[config.mk]
export PLATFORM = sky130hd
export DESIGN_NAME = mfb_queue
export DESIGN_NICKNAME = d
export VERILOG_FILES = /design/src/hw/rtl/mfb_pkg.sv /design/src/hw/rtl/mfb_queue.sv
export VERILOG_INCLUDE_DIRS = /design/src /design/src/hw/rtl
export SDC_FILE = /design/constraint.sdc
export NUM_CORES = 1
export LEC_CHECK = 0
export ABC_AREA = 1
export BUFFER_PORTS_ARGS = -buffer_cell sky130_fd_sc_hd__buf_2
export CORE_UTILIZATION = 56
export CTS_CLUSTER_DIAMETER = 100
export DETAILED_ROUTE_END_ITERATION = 12
export PLACE_DENSITY = 0.81
export SYNTH_ARGS = -nofsm -noshare
export SYNTH_HDL_FRONTEND = slang
export SYNTH_SLANG_ARGS = --single-unit
[constraint.sdc]
create_clock -name clk_i -period 8.12 [get_ports clk_i]
set_clock_uncertainty 0.1 [all_clocks]
set_input_delay 1.624 -clock clk_i [delete_from_list [all_inputs] [get_ports clk_i]]
set_output_delay 1.624 -clock clk_i [all_outputs]
set_load 0.1 [all_outputs]
[src/hw/rtl/mono_framebuffer_blitter_macros.svh]
// assertion helpers, clocked on clk_i and off while rst_ni is low
`ifndef MONO_FRAMEBUFFER_BLITTER_MACROS_SVH
`define MONO_FRAMEBUFFER_BLITTER_MACROS_SVH

// same-cycle implication
`define MFB_ASSERT_IMP(label, ante, cons, msg) \
  label: assert property (@(posedge clk_i) disable iff (!rst_ni) (ante) |-> (cons)) \
    else $error(msg);

// next-cycle implication
`define MFB_ASSERT_NXT(label, ante, cons, msg) \
  label: assert property (@(posedge clk_i) disable iff (!rst_ni) (ante) |=> (cons)) \
    else $error(msg);

`endif

[src/hw/rtl/mfb_pkg.sv]
package mfb_pkg;

  localparam int DISP_WIDTH_DEF  = 800;
  localparam int DISP_HEIGHT_DEF = 480;

  // largest store over the parameter range is 512 * 4096 bytes
  localparam int FB_ADDR_W   = 21;
  localparam int QUEUE_DEPTH = 2;

  localparam logic [7:0] FILL_WHITE = 8'hFF;

  typedef enum logic [1:0] {
    REQ_BLIT  = 2'd0,
    REQ_CLEAR = 2'd1,
    REQ_READ  = 2'd2
  } req_e;

  typedef enum logic [1:0] {
    OP_NOP   = 2'd0,
    OP_BLIT  = 2'd1,
    OP_CLEAR = 2'd2,
    OP_READ  = 2'd3
  } op_e;

  typedef struct packed {
    logic [1:0]  req_type;
    logic [15:0] dest_x;
    logic [15:0] dest_y;
    logic [15:0] img_width;
    logic [15:0] img_height;
    logic [15:0] src_row;
    logic [12:0] src_byte_col;
    logic [7:0]  data_byte;
    logic [15:0] read_addr;
  } mfb_in_t;

  typedef struct packed {
    logic [7:0] read_data;
    logic [3:0] pixels_drawn;
  } mfb_out_t;

  // one classified command; wmask/wdata span two neighbor bytes, byte 0 on top
  typedef struct packed {
    op_e                  op;
    logic [FB_ADDR_W-1:0] addr;
    logic [15:0]          wmask;
    logic [15:0]          wdata;
    logic [3:0]           count;
  } mfb_cmd_t;

  typedef struct packed {
    logic init_busy;
  } mfb_status_t;

endpackage

[src/hw/rtl/mfb_queue.sv]
`include "mono_framebuffer_blitter_macros.svh"

module mfb_queue
  import mfb_pkg::*;
(
  input  logic     clk_i,
  input  logic     rst_ni,
  input  logic     push_i,
  input  mfb_cmd_t cmd_i,
  output logic     full_o,
  output logic     valid_o,
  input  logic     pop_i,
  output mfb_cmd_t cmd_o
);

  localparam int PtrW = (QUEUE_DEPTH > 1) ? $clog2(QUEUE_DEPTH) : 1;
  localparam int CntW = $clog2(QUEUE_DEPTH + 1);
  localparam logic [PtrW-1:0] LastPtr = PtrW'(QUEUE_DEPTH - 1);

  mfb_cmd_t        slot_q [QUEUE_DEPTH];
  logic [PtrW-1:0] wr_ptr_q, wr_ptr_d;
  logic [PtrW-1:0] rd_ptr_q, rd_ptr_d;
  logic [CntW-1:0] cnt_q, cnt_d;

  assign full_o  = (cnt_q == CntW'(QUEUE_DEPTH));
  assign valid_o = (cnt_q != '0);
  assign cmd_o   = slot_q[rd_ptr_q];

  always_comb begin
    wr_ptr_d = wr_ptr_q;
    rd_ptr_d = rd_ptr_q;
    cnt_d    = cnt_q;
    if (push_i) begin
      wr_ptr_d = (wr_ptr_q == LastPtr) ? '0 : wr_ptr_q + 1'b1;
    end
    if (pop_i) begin
      rd_ptr_d = (rd_ptr_q == LastPtr) ? '0 : rd_ptr_q + 1'b1;
    end
    if (push_i && !pop_i) begin
      cnt_d = cnt_q + 1'b1;
    end else if (!push_i && pop_i) begin
      cnt_d = cnt_q - 1'b1;
    end
  end

  always_ff @(posedge clk_i or negedge rst_ni) begin
    if (!rst_ni) begin
      wr_ptr_q <= '0;
      rd_ptr_q <= '0;
      cnt_q    <= '0;
    end else begin
      wr_ptr_q <= wr_ptr_d;
      rd_ptr_q <= rd_ptr_d;
      cnt_q    <= cnt_d;
    end
  end

  always_ff @(posedge clk_i) begin
    if (push_i) begin
      slot_q[wr_ptr_q] <= cmd_i;
    end
  end

  `MFB_ASSERT_IMP(a_no_push_full, push_i, !full_o, "push into full queue")
  `MFB_ASSERT_IMP(a_no_pop_empty, pop_i, valid_o, "pop from empty queue")
  `MFB_ASSERT_NXT(a_cnt_up, push_i && !pop_i, cnt_q == CntW'($past(cnt_q) + 1'b1),
                  "queue count did not grow on push")

endmodule

---- Yosys cells after proc, flatten, opt, wreduce, memory -nomap -nowiden ----
Memory sizes are Yosys's and may differ from the RTL's.
Index checks and enable logic that the tools add are counted.
storage, ports and cells
  output and inout bits ................... 61
  memories kept ........................... 1
  bits in registers ....................... 4
  bits in writable memories ............... 118
memory list
  name    depth  width  read ports  clocked after Yosys merged registers in  wr ports  RTL line         text
  slot_q  2      59     1           0                                        1         mfb_queue.sv:20  mfb_cmd_t slot_q [QUEUE_DEPTH];
cells by class
  muxes and demuxes ....................... 6
  eq/ne operators ......................... 1
  $add $sub $neg .......................... 4
  reductions and logical operators ........ 6
operator list
  cell                                              count
  two-way mux 1 bit                                 4
  two-way mux 2 bit                                 2
  nonzero test 2 bit                                2
  adder 1 bit, second input constant                2
  adder 2 x 1 -> 2 bit, second input constant       1
  == test 2 bit, second input constant              1
  logical AND 1 bit                                 2
  logical NOT 1 bit                                 2
  subtractor 2 x 1 -> 2 bit, second input constant  1

---- Logic depth before layout (Yosys ltp) ----
  depth in word-level cells ............... 4
  depth in mapped cells ................... 7
  mapped depth without buffers ............ 7

---- Least setup slack after synthesis ----
Ideal clock, no wire load.
  kind .................................... input-to-reg
  from .................................... in push_i
  to ...................................... mem slot_q[0][0] (netlist name) (enable)
  stages .................................. 2
  setup time .............................. 0.478 ns
  path buffers ............................ 0
  arrival time ............................ 4.139 ns
  setup slack ............................. 3.403 ns
  required time ........................... 7.542 ns
  cells stage by stage .................... inv_1 -> nor2_1
between the ends
  longest elaborated chain between the ends .. 2
ends and longest elaborated chain
  element                                  RTL line         text
  start: declaration                       mfb_queue.sv:8   input logic push_i,
  two-way mux 1 bit                        mfb_queue.sv:59  if (push_i) begin
  two-way mux 1 bit (implied by the code)  mfb_queue.sv:60  slot_q[wr_ptr_q] <= cmd_i;
  end: declaration                         mfb_queue.sv:20
Every way passes these cells.

==> results.tsv <==
metric	value	unit
cts_resized	0	
setup_tns	0	ns
yosysTopAreaCell	edfxtp_1	
syn_area	4770	um^2
yosysTopAreaCellShare	0.743	
cts.sinks	122	
finalCritPeriodShare	0.516	
synth-seq-cells	122	
clock.fmax	0.239	GHz
synthTopCellsByArea	edfxtp_1, mux2_4, buf_12	
path_max_fanout	60	
track_usage	0.187	
ff2ff_path_depth	2	
rows	33	
synthToLayoutAreaGrowth	25.8	%
place_congestion	0.663	
fin_cells	464	
grt_setup_unrepaired	no	
worstMarginPinSlew	1.13	ns
crit_type	reg -> out	
core	8220	um^2
routed_wl	7770	um
report.final.slew_viol_count	0	
path_clk_slew	0.06	ns
first_iter_violations	67	
max_cap_viol_count	0	
hold_viol_final	0	
clockRootBuffer	clkbuf_8	
grt_max_degree	61	
netlist_instances	209	
ys_types	13	
die_x	94.3	um
antennaDiodeCount	0	
hpwl	4950	um
start_kind	register	
drc	0	
antenna_found_initial	0	
clockBufferDepth	2	
critical_path_required	6.40	ns
critPathArrivalTime	2.46	ns
wire_per_inst	16.7	um
slew_headroom	0.244	
worstSkewPairLatency	0.50	ns
ctsHoldBuffers	0	
port-buffer-count	123	
via_per_inst	4.98	
setup_viol	0	
start_util	0.580	
post_cts_buffers	0	
period_minus_slack	4.19	ns
drive_above_1_share	0.602	
fill_cells	520	
syn_avg_cell_area	22.8	um^2
hold_depth	2	
chipHeight	94.3	um
outcome	completed	
yosys_warnings	0	
min_path_type	reg -> reg	
grt_overflow	0	
place_inst	432	
yosysSeqAreaShare	0.764	
pin_count	124	
ant_nets	0	
num_vias	2310	
crit_path_end_kind	primary output	
h-tree-depth	4	
grt_pass1_wl	11600	um
die-area	8890	um^2
cts_tree	done	
nets	410	
first_pass_iters	4	
grt_pass1_vias	2401	
syn-num-nets	273	
cts_buffers	17	
## layer usage
layer  vias up  share of wire  global-route usage
met1      1115           0.41               0.219
met5         -              0                   0
met4         0          0.011              0.0872
met2        95           0.51               0.304
li1       1091              -                   -
met3         9          0.074              0.0688
## worst max-delay path, cell delays in order, from the launching register on
cell and delay, ns:
dfrtp_4 1.18, mux2_4 0.31, buf_2 0.43
## layout by cell type (no fill, tap or decap)
cell and count:
xnor2_1 1, nand3_1 1, clkinv_1 3, inv_1 6, xor2_1 2, nor2_1 1, edfxtp_1 118, ha_1 1
buf_4 2, nand4_1 1, inv_6 3, nand2_1 6, clkinv_4 2, dfrtp_1 3, buf_2 123, inv_2 1
bufinv_16 3, clkbuf_8 1, clkinvlp_4 3, mux2_4 59, clkinv_2 1, nor2_4 1, clkbuf_16 16, dfrtp_4 1
## layout make-up
class | count | area (um^2) | share of cell area
clock buffers | 17 | 414 | 0.0691
clock inverters | 15 | 173 | 0.0288
inverters | 7 | 26.3 | 0.00438
multi-input cells | 73 | 973 | 0.162
flip-flops and latches | 122 | 3650 | 0.608
well taps | 105 | 131 | 0.0219
repair buffers | 125 | 631 | 0.105
## Yosys cell counts
library cell,number
buf_12,6
buf_6,1
dfrtp_1,4
edfxtp_1,118
ha_1,1
inv_1,7
mux2_4,59
nand2_1,6
nand3_1,1
nand4_1,1
nor2_1,2
xnor2_1,1
xor2_1,2
## path summary, 6_finish.rpt
path                            startpoint            end  slack [ns]
worst max-delay path              rd_ptr_q      cmd_o[50]        3.93
worst min-delay path              cnt_q[1]       cnt_q[1]        0.41
worst max register to register    wr_ptr_q  slot_q[0][53]        6.07
worst min register to register    cnt_q[1]       cnt_q[1]        0.41
max in group asynchronous           rst_ni       rd_ptr_q        6.97
min in group asynchronous           rst_ni       wr_ptr_q        0.82
## registers in the layout (all words and copies together), names as in the netlist
name      count
cnt_q         2
wr_ptr_q      1
slot_q      118
rd_ptr_q      1
## stage by stage
stage                      util  hold slack (ns)  worst slack [ns]  instance area, um^2
after detailed placement  0.658            0.406              4.45                 5410
final                     0.730            0.413              3.93                 6000
after CTS                 0.730            0.418              3.90                 6000
after global placement    0.658            0.354              4.43                 5410
after global routing      0.730            0.442              3.84                 6000
after floorplan               -            0.342              3.40                 4770
## cells by family after synthesis
group | Yosys count | synth area share
flip-flops | 122 | 0.764
buffers and inverters | 14 | 0.0331
multiplexers | 59 | 0.186
adder cells (fa/ha/maj) | 1 | 0.00262
AND/OR/NAND/NOR | 10 | 0.00866
XOR/XNOR | 3 | 0.00551
Power is left out: the tool's default activity adds up to more than one toggle a clock period on the data nets, which glitch-free logic cannot reach.
