`config.mk`:
```
export PLATFORM = sky130hd
export DESIGN_NAME = mfb_front
export DESIGN_NICKNAME = d
export VERILOG_FILES = /design/src/hw/rtl/mono_framebuffer_blitter_macros.svh /design/src/hw/rtl/mfb_pkg.sv /design/src/hw/rtl/mfb_front.sv
export SDC_FILE = /design/constraint.sdc
export NUM_CORES = 1
export LEC_CHECK = 0
export BUFFER_PORTS_ARGS = -buffer_cell sky130_fd_sc_hd__buf_2
export CAP_MARGIN = 10
export CORE_AREA = 2 2 133 135
export CTS_CLUSTER_SIZE = 20
export DETAILED_ROUTE_END_ITERATION = 10
export DIE_AREA = 0 0 135 137
export PLACE_DENSITY = 0.89
export SYNTH_ARGS = -nofsm -noshare
export SYNTH_HDL_FRONTEND = slang
export SYNTH_SLANG_ARGS = --single-unit
```
`constraint.sdc`:
```
create_clock -name clk_i -period 10.43 [get_ports clk_i]
set_clock_uncertainty 0.15 [all_clocks]
set_input_delay 1.043 -clock clk_i [delete_from_list [all_inputs] [get_ports clk_i]]
set_output_delay 1.043 -clock clk_i [all_outputs]
set_load 0.1 [all_outputs]
```
`src/hw/rtl/mono_framebuffer_blitter_macros.svh`:
```
// assertion helpers, clocked on clk_i and off while rst_ni is low
`ifndef MONO_FRAMEBUFFER_BLITTER_MACROS_SVH
`define MONO_FRAMEBUFFER_BLITTER_MACROS_SVH

// same-cycle implication
`define MFB_ASSERT_IMP(label, ante, cons, msg) \
  label: assert property (@(posedge clk_i) disable iff (!rst_ni) (ante) |-> (cons)) \
    else $error(msg);

// next-cycle implication
`define MFB_ASSERT_NXT(label, ante, cons, msg) \
  label: assert property (@(posedge clk_i) disable iff (!rst_ni) (ante) |=> (cons)) \
    else $error(msg);

`endif

```
`src/hw/rtl/mfb_pkg.sv`:
```
package mfb_pkg;

  localparam int DISP_WIDTH_DEF  = 800;
  localparam int DISP_HEIGHT_DEF = 480;

  // largest store over the parameter range is 512 * 4096 bytes
  localparam int FB_ADDR_W   = 21;
  localparam int QUEUE_DEPTH = 2;

  localparam logic [7:0] FILL_WHITE = 8'hFF;

  typedef enum logic [1:0] {
    REQ_BLIT  = 2'd0,
    REQ_CLEAR = 2'd1,
    REQ_READ  = 2'd2
  } req_e;

  typedef enum logic [1:0] {
    OP_NOP   = 2'd0,
    OP_BLIT  = 2'd1,
    OP_CLEAR = 2'd2,
    OP_READ  = 2'd3
  } op_e;

  typedef struct packed {
    logic [1:0]  req_type;
    logic [15:0] dest_x;
    logic [15:0] dest_y;
    logic [15:0] img_width;
    logic [15:0] img_height;
    logic [15:0] src_row;
    logic [12:0] src_byte_col;
    logic [7:0]  data_byte;
    logic [15:0] read_addr;
  } mfb_in_t;

  typedef struct packed {
    logic [7:0] read_data;
    logic [3:0] pixels_drawn;
  } mfb_out_t;

  // one classified command; wmask/wdata span two neighbor bytes, byte 0 on top
  typedef struct packed {
    op_e                  op;
    logic [FB_ADDR_W-1:0] addr;
    logic [15:0]          wmask;
    logic [15:0]          wdata;
    logic [3:0]           count;
  } mfb_cmd_t;

  typedef struct packed {
    logic init_busy;
  } mfb_status_t;

endpackage

```
`src/hw/rtl/mfb_front.sv`:
```
module mfb_front
  import mfb_pkg::*;
#(
  parameter int DISP_WIDTH  = DISP_WIDTH_DEF,
  parameter int DISP_HEIGHT = DISP_HEIGHT_DEF
) (
  input  logic        clk_i,
  input  logic        rst_ni,
  input  logic        in_valid_i,
  output logic        in_stall_o,
  input  mfb_in_t     in_data_i,
  input  mfb_status_t status_i,
  output logic        push_o,
  input  logic        full_i,
  output mfb_cmd_t    cmd_o
);

  localparam int RowBytes   = (DISP_WIDTH + 7) / 8;
  localparam int StoreBytes = RowBytes * DISP_HEIGHT;
  localparam logic [16:0] PxLimit = 17'(DISP_WIDTH);
  localparam logic [16:0] PyLimit = 17'(DISP_HEIGHT);
  localparam logic [FB_ADDR_W-1:0] RowBytesW = FB_ADDR_W'(RowBytes);

  logic        accept;
  logic [16:0] py;
  logic        row_ok;
  logic [15:0] col_base;
  logic [16:0] px0;
  logic [15:0] col [8];
  logic [16:0] px [8];
  logic [7:0]  vmask;

  logic        s1_valid_q, s1_valid_d;
  logic [1:0]  s1_req_q;
  logic [16:0] s1_py_q;
  logic [16:0] s1_px0_q;
  logic [7:0]  s1_vmask_q;
  logic [7:0]  s1_data_q;
  logic [15:0] s1_raddr_q;

  logic [FB_ADDR_W-1:0] row_base;
  logic [3:0]           pix_cnt;
  mfb_cmd_t             cmd;

  assign in_stall_o = status_i.init_busy || (s1_valid_q && full_i);
  assign accept     = in_valid_i && !in_stall_o;
  assign push_o     = s1_valid_q && !full_i;

  // per-pixel clipping of the incoming beat
  always_comb begin
    py       = {1'b0, in_data_i.dest_y} + {1'b0, in_data_i.src_row};
    row_ok   = (in_data_i.src_row < in_data_i.img_height) && (py < PyLimit);
    col_base = {in_data_i.src_byte_col, 3'b000};
    px0      = {1'b0, in_data_i.dest_x} + {1'b0, col_base};
    for (int i = 0; i < 8; i++) begin
      col[i] = col_base + 16'(i);
      px[i]  = {1'b0, in_data_i.dest_x} + {1'b0, col[i]};
      vmask[7-i] = row_ok && (col[i] < in_data_i.img_width) && (px[i] < PxLimit);
    end
  end

  assign s1_valid_d = accept ? 1'b1 : (push_o ? 1'b0 : s1_valid_q);

  always_ff @(posedge clk_i or negedge rst_ni) begin
    if (!rst_ni) begin
      s1_valid_q <= 1'b0;
    end else begin
      s1_valid_q <= s1_valid_d;
    end
  end

  always_ff @(posedge clk_i) begin
    if (accept) begin
      s1_req_q   <= in_data_i.req_type;
      s1_py_q    <= py;
      s1_px0_q   <= px0;
      s1_vmask_q <= vmask;
      s1_data_q  <= in_data_i.data_byte;
      s1_raddr_q <= in_data_i.read_addr;
    end
  end

  // address, byte-pair masks and pixel count
  always_comb begin
    row_base = FB_ADDR_W'(s1_py_q) * RowBytesW;
    pix_cnt  = 4'd0;
    for (int i = 0; i < 8; i++) begin
      pix_cnt = pix_cnt + {3'b000, s1_vmask_q[i]};
    end
    cmd = '0;
    case (s1_req_q)
      REQ_BLIT: begin
        cmd.op    = OP_BLIT;
        cmd.addr  = row_base + FB_ADDR_W'(s1_px0_q >> 3);
        cmd.wmask = {s1_vmask_q, 8'h00} >> s1_px0_q[2:0];
        cmd.wdata = {s1_data_q, 8'h00} >> s1_px0_q[2:0];
        cmd.count = pix_cnt;
      end
      REQ_CLEAR: begin
        cmd.op    = OP_CLEAR;
        cmd.wdata = {s1_data_q, 8'h00};
      end
      REQ_READ: begin
        cmd.op   = (32'(s1_raddr_q) < StoreBytes) ? OP_READ : OP_NOP;
        cmd.addr = FB_ADDR_W'(s1_raddr_q);
      end
      default: begin
        cmd.op = OP_NOP;
      end
    endcase
  end

  assign cmd_o = cmd;

endmodule

```
# [After elaboration in Yosys (flattened, before gate mapping)]
# Index checks and enable logic that the tools add are counted.
[word_totals] regBits=69 input_bits=124 wordCells=88
[classes] add_sub_neg=24 multipliers=1 order_cmp=19 n_eq_ne=2 shifts=2 muxes=8 reduce_logical=25
[op_table] op="16-bit by 16-bit adder with 17-bit output" count=9
[op_table] op="16-bit < comparator" count=9
[op_table] op="17-bit by 10-bit < comparator with 1-bit output (second input constant)" count=8
[op_table] op="16-bit by 3-bit adder with 16-bit output (second input constant)" count=4
[op_table] op="21-bit case mux with 2 select lines" count=1
[op_table] op="16-bit by 2-bit adder with 16-bit output (second input constant)" count=2
[op_table] op="16-bit case mux with 2 select lines" count=1
[op_table] op="16-bit by 3-bit >> shifter with 16-bit output" count=2
[op_table] op="21-bit by 14-bit adder with 21-bit output" count=1
[op_table] op="1-bit logical AND" count=20
[op_table] op="17-bit by 5-bit multiplier with 19-bit output (second input constant)" count=1
[op_table] op="17-bit by 9-bit < comparator with 1-bit output (second input constant)" count=1
[op_table] op="16-bit by 1-bit adder with 16-bit output (second input constant)" count=1
[op_table] op="4-bit by 1-bit adder with 4-bit output" count=4
[op_table] op="16-bit < comparator (second input constant)" count=1
[op_table] op="16-bit two-way mux" count=1
[op_table] op="2-bit case mux with 3 select lines" count=1
[op_table] op="3-bit by 1-bit adder with 4-bit output" count=1
[op_table] op="4-bit two-way mux" count=1
[op_table] op="2-bit by 1-bit adder with 3-bit output" count=1
[op_table] op="1-bit by 1-bit adder with 2-bit output" count=1
[op_table] op="2-bit by 1-bit equality test with 1-bit output (second input constant)" count=1
[op_table] op="2-bit equality test (second input constant)" count=1
[op_table] op="1-bit zero test" count=2
[op_table] op="5 further kinds" count=6

# [Depth between registers and ports, before layout]
# Gate-level depths: netlist (run 1).
[depth] ltp_word=8 mapped_depth=20

# [Worst setup path after synthesis (run 1)]
# OpenSTA, ideal clock, no wires.
[synth_timing] kind="reg-to-output" start="register s1_py_q[3]" end="output cmd_o[56] in the netlist's numbering" arrival_ns=4.977 setup_slack_ns=4.260 stages_incl_launch_ff=20 path_buffers=0 cell_sequence="edfxtp_1 -> ha_1 -> ha_1 -> inv_1 -> fa_1 -> inv_1 -> ha_1 -> nand3_1 -> o211ai_1 -> nor2_1 -> o21bai_1 -> a21oi_1 -> xnor2_1 -> ha_1 -> nand2_1 -> nor4_1 -> o21ai_0 -> nor3_1 -> xnor2_1 -> nor2_1"
[synth_rtl] item="start, declared" line="mfb_front.sv:35" text="logic [16:0] s1_py_q;"
[synth_rtl] item="start signal, assigned" line="mfb_front.sv:75" text="s1_py_q <= py;"
[synth_rtl] item="end, declared" line="mfb_front.sv:15" text="output mfb_cmd_t cmd_o"

==> results of run 1 <==
-- layer usage --
layer / global-route usage [%] / vias to the layer above / part of all wire [%]
li1: - / 4302 / -
met1: 36.2 / 4167 / 41
met3: 4.11 / 118 / 7.5
met2: 48.9 / 501 / 47
met4: 15.3 / 0 / 5.2
met5: 0 / - / 0
-- kinds of logic (layout without fill, tap and decap cells) --
group	Yosys count	in the layout
AO/OA/AOI/OAI	298	298
other	1	2
AND/OR/NAND/NOR	316	316
multiplexers	29	29
buffers and inverters	149	303
flip-flops	69	69
XOR/XNOR	119	119
adder cells (fa/ha/maj)	138	138
-- synth_stat cells (all sizes together) (19+ instances only) --
cell,instances,area (um2)
ha,119,1490
a21oi,113,588
nor2,112,428
inv,101,379
xnor2,71,622
o21ai,69,357
edfxtp,68,2040
nand2,58,218
xor2,48,420
clkbuf,28,105
nand3,24,125
nor3,22,115
a31oi,19,134
buf,19,105
fa,19,380
mux2i,19,190
-- worst max-delay path, stage by stage (launching register included) --
cell,delay [ns]
edfxtp_1,0.45
ha_1,0.34
ha_1,0.28
inv_1,0.05
fa_1,0.51
inv_1,0.05
ha_1,0.37
nand3_1,0.10
o211ai_1,0.30
nor2_1,0.12
o21bai_1,0.14
a21oi_1,0.09
xnor2_1,0.13
ha_1,0.34
nand2_1,0.08
nor4_1,0.25
o21ai_0,0.24
nor3_1,0.27
xnor2_1,0.10
nor2_1,0.08
buf_2,0.43
-- flip-flops by register name (all words and copies together), names as in the netlist --
name and count:
s1_vmask_q 8, s1_py_q 17, s1_raddr_q 16, s1_req_q 2
s1_px0_q 17, s1_valid_q 1, s1_data_q 8
-- worst paths after layout --
kind                                         from                     end  slack [ns]
setup / recovery             s1_py_q[3]$_DFFE_PP_               cmd_o[56]        4.17
hold / removal                             rst_ni  s1_valid_q$_DFFE_PN0P_        0.32
setup reg to reg           s1_valid_q$_DFFE_PN0P_    s1_py_q[4]$_DFFE_PP_        8.53
hold reg to reg            s1_valid_q$_DFFE_PN0P_  s1_valid_q$_DFFE_PN0P_        0.35
max in group asynchronous                  rst_ni  s1_valid_q$_DFFE_PN0P_        9.73
min in group clk_i         s1_valid_q$_DFFE_PN0P_  s1_valid_q$_DFFE_PN0P_        0.35
-- cell type report --
| type | instances | area share (%) |
|---|---|---|
| multi-input cells | 902 | 62.6 |
| flip-flops and latches | 69 | 19.5 |
| repair buffers | 185 | 8.81 |
| inverters | 102 | 3.61 |
| well taps | 225 | 2.66 |
| clock buffers | 11 | 2.29 |
| clock inverters | 5 | 0.567 |
-- metrics by stage --
step / power, mW / std cells
6_report: 1.82 / 1499
5_1_grt: 1.95 / 1499
4_1_cts: 1.81 / 1499
3_5_place_dp: 1.50 / 1483
3_3_place_gp: 1.47 / 1483
2_1_floorplan: 1.27 / 1120
-- power breakdown --
group | switching [mW] | leakage (nW) | total [mW] | internal (mW)
clock network | 0.113 | 0.146 | 0.305 | 0.192
logic | 0.771 | 4.03 | 1.17 | 0.400
registers | 0.0146 | 0.644 | 0.345 | 0.330
total | 0.898 | 4.82 | 1.82 | 0.923
==> results.md, run 1 <==
- Adder-cell share of the synthesized area: about a fifth
- Total CTS buffers: 9
- Iter 0 DRT Violations: 880
- Most frequent cells in the layout: 182 x buf_2, 119 x ha_1, 111 x nor2_1
- Actual slew at the worst max-slew pin: 1.06 ns
- Setup WS pre-CTS: roughly 4.5 ns
- DR pass1 iterations: 5
- Nets: 1,531
- Pwr dens: 172 mW/mm2
- Via count: approximately 9,100
- Synth warnings: 0
- Final setup fails: 0
- Largest family of logic cells by synthesized area: adder cells
- Crit Path Max Fanout: 5
- Seq cells post-synth: slightly below 70
- WL/cell: 17.8 um
- Clock tree root driver cell: clkbuf_16
- Commonest non-fill, non-tap cell in the layout: buf_2
- Placed inst area: between 0.01 and 0.015 mm2
- MaxCap Viol Count: 0
- Core box area: ~0.017 mm2
- Post-Syn Area: between 0.009 and 0.01 mm2
- CTS HTree Levels: 3
- Largest net degree at the start of global routing: 70
- Top achievable clock speed: around 160 MHz
- ANT cells: 0
- HPWL reported at the end of detailed placement: approximately 21,000 um
- Register area: 0.00207 mm2
- Post-route cell area: 0.0106 mm2
- Fillcell total: between 1,000 and 1,500
- Die height: roughly 140 um
- VDD IR-drop max: ~0.23 mV
- Clock transition at path regs: ~0.060 ns
- Setup TNS Final: 0 ns
- Fin crit share: 60.0%
- Vias per cell: roughly 6.1
- Reg2reg path depth: 3
- Cells after Synth: around 1,100
- Site Rows: 48
- Yosys cell types: 76
- Critical path type: flop to output port
- Synth Area in Compound Gates: 20.0%
- Die extent in x: between 100 and 150 um
- First-pass GRT wire length: 42,800 um
- Initial antenna violation count: 0
- Simple-gate share of the synthesized area: ~17%
- Post-route DRC: 0
- Latest clock arrival within the worst-skew pair: roughly 0.33 ns
- Unrepaired setup endpoints after global routing: no
- HP Class: input port to asynchronous set/reset pin
- Crit. End Element: output port
- Relative slew margins: between 20% and 30%
- Clk sinks: 69
- Tot GR Track Use: ~29%
- Syn_area_per_cell: roughly 8.3 um2
- # IOs: between 150 and 200
- I/O Buffers: approximately 180
- Synth Area in XOR/XNOR: between 10% and 20%
- Layout cell share with drive strength beyond 1: about a fifth
- Post-CTS setup buffers: 0
- CP arrival: about 5.1 ns
- Initial Util: 54.4%
- Remaining Overflow, GRT: 0
- Hold_ws: approximately 0.32 ns
- Startpoint Class: flop
- CTS tree: done
- Final slew viol count: 0
- Multi-input logic area: roughly 0.0066 mm2
- DIE AREA: about 0.018 mm2
- Final Hold Vio Count: 0
- Worst setup margin: about 4.2 ns
- Status: complete, no violations
- Post-cts repair resize count: 0
- FFs w/ async S/R, synth: 1.45%
- End-of-flow core utilization: 62.1%
- Min Tclk post-route: 6.26 ns
- Number of buffers inserted by hold repair at cts: 0
- Number of routed nets with antenna violations: 0
- Vias in the first global route: slightly below 9,000
- Mux contribution to synthesized area: 3.26%
- Leak: around 4.8 nW
- Prevailing post-synth register cell: edfxtp_1
- Total routed wirelength: around 27,000 um
- GP Congestion: roughly 1.1
- Required time of the worst setup path: roughly 9.2 ns
- Register area share after synthesis: between 20% and 30%
- Area growth from synthesis to layout: 14.1%
- Clock buffer depth: 2
- Number of synthesized flops with an enable pin: between 60 and 70
No activity file was read; power rests on OpenSTA's default activity.
==> inputs of run 2 (changes only) <==
--- a/config.mk
+++ b/config.mk
@@ -5,13 +5,14 @@
 export SDC_FILE = /design/constraint.sdc
 export NUM_CORES = 1
 export LEC_CHECK = 0
+export ABC_AREA = 1
 export BUFFER_PORTS_ARGS = -buffer_cell sky130_fd_sc_hd__buf_2
 export CAP_MARGIN = 10
-export CORE_AREA = 2 2 133 135
+export CORE_AREA = 2 2 142 144
 export CTS_CLUSTER_SIZE = 20
 export DETAILED_ROUTE_END_ITERATION = 10
-export DIE_AREA = 0 0 135 137
-export PLACE_DENSITY = 0.89
+export DIE_AREA = 0 0 144 146
+export PLACE_DENSITY = 0.88
 export SYNTH_ARGS = -nofsm -noshare
 export SYNTH_HDL_FRONTEND = slang
 export SYNTH_SLANG_ARGS = --single-unit
==> constraint.sdc (replaced) <==
create_clock -name clk_i -period 6.36 [get_ports clk_i]
set_clock_uncertainty 0.15 [all_clocks]
set_input_delay 0.636 -clock clk_i [delete_from_list [all_inputs] [get_ports clk_i]]
set_output_delay 0.636 -clock clk_i [all_outputs]
set_load 0.1 [all_outputs]
==> run 2 against run 1 <==
Effect of this change: first-iteration DRC count shrank 0.11%; cell area grew 14%; critical path depth grew 3; critical path type unchanged; largest power group unchanged.
==> results.md, run 2 <==
- Status: complete, no violations (unchanged)
- Number of synthesized flops with an enable pin: 68 (unchanged)
- # IOs: 185 (unchanged)
- HP Class: input port to flop (was input port to asynchronous set/reset pin)
- Largest registers: s1_px0_q (17), s1_py_q (17), s1_raddr_q (16) (unchanged)
- Post-route cell area: 0.0120 mm2 (was 0.0106 mm2)
- Initial Util: 55.0% (was 54.4%)
- Nets: 2,127 (was 1,531)
- Register area share after synthesis: 19.5% (was 22.3%)
- Seq cells post-synth: 69 (unchanged)
- CTS tree: done (unchanged)
- Vias in the first global route: 10,733 (was 8,783)
- Iter 0 DRT Violations: 879 (was 880)
- MaxCap Viol Count: 0 (unchanged)
- Max incr delay on CP: 0.51 ns (about the same)
- Clock tree root driver cell: clkbuf_16 (unchanged)
- Clock buffer depth: 2 (unchanged)
- Min Tclk post-route: around 5.8 ns
- Yosys cell types: 44 (was 76)
- Core box area: 0.0193 mm2 (was 0.0171 mm2)
- Via count: 11,486 (was 9,088)
- Post-CTS setup buffers: 0 (unchanged)
- Final slew viol count: 0 (unchanged)
- Reg2Reg Setup Slack: 4.48 ns (was 8.53 ns)
- WL/cell: 15.5 um (was 17.8 um)
- First-pass GRT wire length: 52,400 um (was 42,800 um)
- Die extent in x: 144 um (was 135 um)
- Total chip power: 3.01 mW (was 1.82 mW)
- M1 WL: 13,700 um (was 10,900 um)
- Reg2reg path depth: 4 (was 3)
- Unrepaired setup endpoints after global routing: no (unchanged)
- Number of routed nets with antenna violations: 0 (unchanged)
- ANT cells: 0 (unchanged)
- Final setup fails: 0 (unchanged)
- Syn_area_per_cell: 6.23 um2 (was 8.30 um2)
- Metal3 WL: 2340 um (was 1990 um)
- Critical Path, Cell by Cell: ha_1 > ha_1 > inv_1 > fa_1 > inv_1 > ha_1 > nand2_1 > nand3_1 > nand2_1 > nand2_1 > xor2_1 > ha_1 > nand2_1 > nor2_1 > nand3_1 > nand3_1 > nand3_1 > nand2_1 > nand3_1 > nand2_1 > nand2_1 > nor2_1 > buf_2 (was ha_1 > ha_1 > inv_1 > fa_1 > inv_1 > ha_1 > nand3_1 > o211ai_1 > nor2_1 > o21bai_1 > a21oi_1 > xnor2_1 > ha_1 > nand2_1 > nor4_1 > o21ai_0 > nor3_1 > xnor2_1 > nor2_1 > buf_2)
- Final Hold Vio Count: 0 (unchanged)
- Critical path type: flop to output port (unchanged)
- Setup TNS Final: 0 ns (unchanged)
- Relative slew margins: 40.6% (was 28.9%)
- Total CTS buffers: 9 (unchanged)
- Reg2reg start: s1_valid_q$_DFFE_PN0P_ (unchanged)
- Die height: 146 um (was 137 um)
- Placed inst area: 0.0117 mm2 (was 0.0103 mm2)
- Leak: 6.86 nW (was 4.82 nW)
- Latest clock arrival within the worst-skew pair: 0.35 ns (was 0.33 ns)
- Worst hold stages: 1
- HPWL reported at the end of detailed placement: 27,200 um (was 21,200 um)
- Area growth from synthesis to layout: 13.2% (was 14.1%)
- Remaining Overflow, GRT: 0 (unchanged)
- GP Congestion: 1.03 (was 1.06)
- R2r endpoint: s1_px0_q[16]$_DFFE_PP_ (was s1_py_q[4]$_DFFE_PP_)
- Top cells by count, synth: 582 x nand2_1, 284 x inv_1, 145 x nor2_1 (was 119 x ha_1, 111 x nor2_1, 107 x a21oi_1)
- Synth warnings: 0 (unchanged)
- Largest net degree at the start of global routing: 69 (was 70)
- Top-count cell post-synth: nand2_1 (was ha_1)
- Fin crit share: 90.7%
- Area share of the largest cell type after synthesis: 20.6% (was 22.0%)
- Total routed wirelength: 33,200 um (was 26,700 um)
- Crit Path Max Fanout: 5 (unchanged)
- Top sig layer: met4 (unchanged)
- Synth area leaders: nand2_1 21%, edfxtp_1 19%, ha_1 14%, inv_1 10%, nand3_1 6.8% (was edfxtp_1 22%, ha_1 16%, xnor2_1 6.7%, a21oi_1 5.8%, xor2_1 4.5%)
- Post-route DRC: 0 (unchanged)
- CTS HTree Levels: 3 (unchanged)
- Vias per cell: 5.38 (was 6.06)
- Met2 WL: 16,000 um (was 12,500 um)
- Layout cell share with drive strength beyond 1: 12.7% (was 18.8%)
- Startpoint Class: flop (unchanged)
- Post-synth top area cell: nand2_1 (was edfxtp_1)
- Prevailing post-synth register cell: edfxtp_1 (unchanged)
- DR pass1 iterations: 5 (unchanged)
- Clk sinks: 69 (unchanged)
- Cells after Synth: 1,705 (was 1,119)
- Crit. End Element: output port (unchanged)
- Most frequent cells in the layout: 582 x nand2_1, 284 x inv_1, 182 x buf_2 (was 182 x buf_2, 119 x ha_1, 111 x nor2_1)
- DIE AREA: 0.0210 mm2 (was 0.0185 mm2)
- Clock transition at path regs: 0.06 ns (about the same)
- FFs w/ async S/R, synth: 1.45% (unchanged)
- Worst hold start: in_data_i[18]
- I/O Buffers: 182 (unchanged)
- CP arrival: 4.99 ns (was 5.06 ns)
- Top achievable clock speed: roughly 170 MHz
- Worst Hold End: s1_data_q[2]$_DFFE_PP_
- Required time of the worst setup path: 5.57 ns (was 9.24 ns)
- Commonest non-fill, non-tap cell in the layout: nand2_1 (was buf_2)
- VDD IR-drop max: 0.158 mV (was 0.235 mV)
- Pwr dens: 250 mW/mm2 (was 172 mW/mm2)
- Worst path slowest cell: fa_1 (unchanged)
- Most used cell along the critical path: nand2_1 (was ha_1)
- Actual slew at the worst max-slew pin: 0.890 ns (was 1.06 ns)
- Initial antenna violation count: 0 (unchanged)
- Site Rows: 51 (was 48)
- Tot GR Track Use: 31.3% (was 29.0%)
- Post-Syn Area: 0.0106 mm2 (was 0.00928 mm2)
==> run 2: area by class of cell <==
type / count / area (um2)
multi-input combinational: 1299 / 7220
clock inverter: 6 / 111
sequential: 69 / 2070
fill: 1852 / 7310
inverter: 300 / 1130
tap: 265 / 332
clock buffer: 10 / 229
timing repair buffer: 186 / 943
==> run 2: how the worst max path moves through the flow <==
stage	startpoint	endpoint	slack (ns)	depth (start not counted)
floorplan	s1_py_q[3]$_DFFE_PP_	cmd_o[51]	0.12	20
global placement	s1_py_q[4]$_DFFE_PP_	cmd_o[55]	1.33	23
detailed placement	s1_py_q[4]$_DFFE_PP_	cmd_o[53]	1.15	22
CTS	s1_py_q[4]$_DFFE_PP_	cmd_o[53]	0.59	22
global route	s1_py_q[3]$_DFFE_PP_	cmd_o[55]	0.23	23
finish	s1_py_q[3]$_DFFE_PP_	cmd_o[55]	0.59	23
==> run 2: routing by layer <==
metal	GRT usage, %	vias to the layer above
met3	4.61	77
met5	0	-
met2	53.6	466
li1	-	5738
met1	39.8	5205
met4	11.3	0
==> run 2: cell families (layout without fill, tap and decap cells) <==
| logic type | count (synthesis) | in the layout | share of synthesized area [%] |
|---|---|---|---|
| DFF | 69 | 69 | 19.5 |
| muxes | 7 | 7 | 0.659 |
| AOI/OAI and AO/OA | 165 | 165 | 8.81 |
| adders and majority gates | 138 | 138 | 17.6 |
| other | 1 | 2 | 0.0353 |
| and+or+nand+nor | 940 | 940 | 36.9 |
| xor gates and xnor gates | 47 | 47 | 3.87 |
| buffers and inverters | 338 | 502 | 12.7 |
==> run 2: report_power, final <==
part | total (mW) | leakage [nW] | internal, mW | switching [mW]
clock | 0.585 | 0.163 | 0.383 | 0.201
combinational | 1.87 | 6.05 | 0.550 | 1.32
sequential | 0.556 | 0.654 | 0.537 | 0.0191
==> run 2: critical path: cells and delay by family (launching register included) <==
family                   cells  cell delay [ns]
AND/OR/NAND/NOR             14             1.67
buffers and inverters        3             0.52
flip-flops                   1             0.42
adder cells (fa/ha/maj)      5             1.86
XOR/XNOR                     1             0.16
==> run 2: metrics by stage <==
step | hold slack, ns | instances | setup slack [ns] | utilization, %
2_1_floorplan | 0.190 | 1706 | 0.122 | -
4_1_cts | 0.303 | 2135 | 0.594 | 62.2
5_1_grt | 0.300 | 2135 | 0.228 | 62.2
3_5_place_dp | 0.263 | 2118 | 1.15 | 60.4
3_3_place_gp | 0.262 | 2118 | 1.33 | 60.4
6_report | 0.311 | 2135 | 0.588 | 62.2
==> run 2: what timing repair did <==
item | in CTS | in global routing
resized for setup | 0 | 0
hold buffers | 1 | 0
hold endpoints to repair | 1 | 0
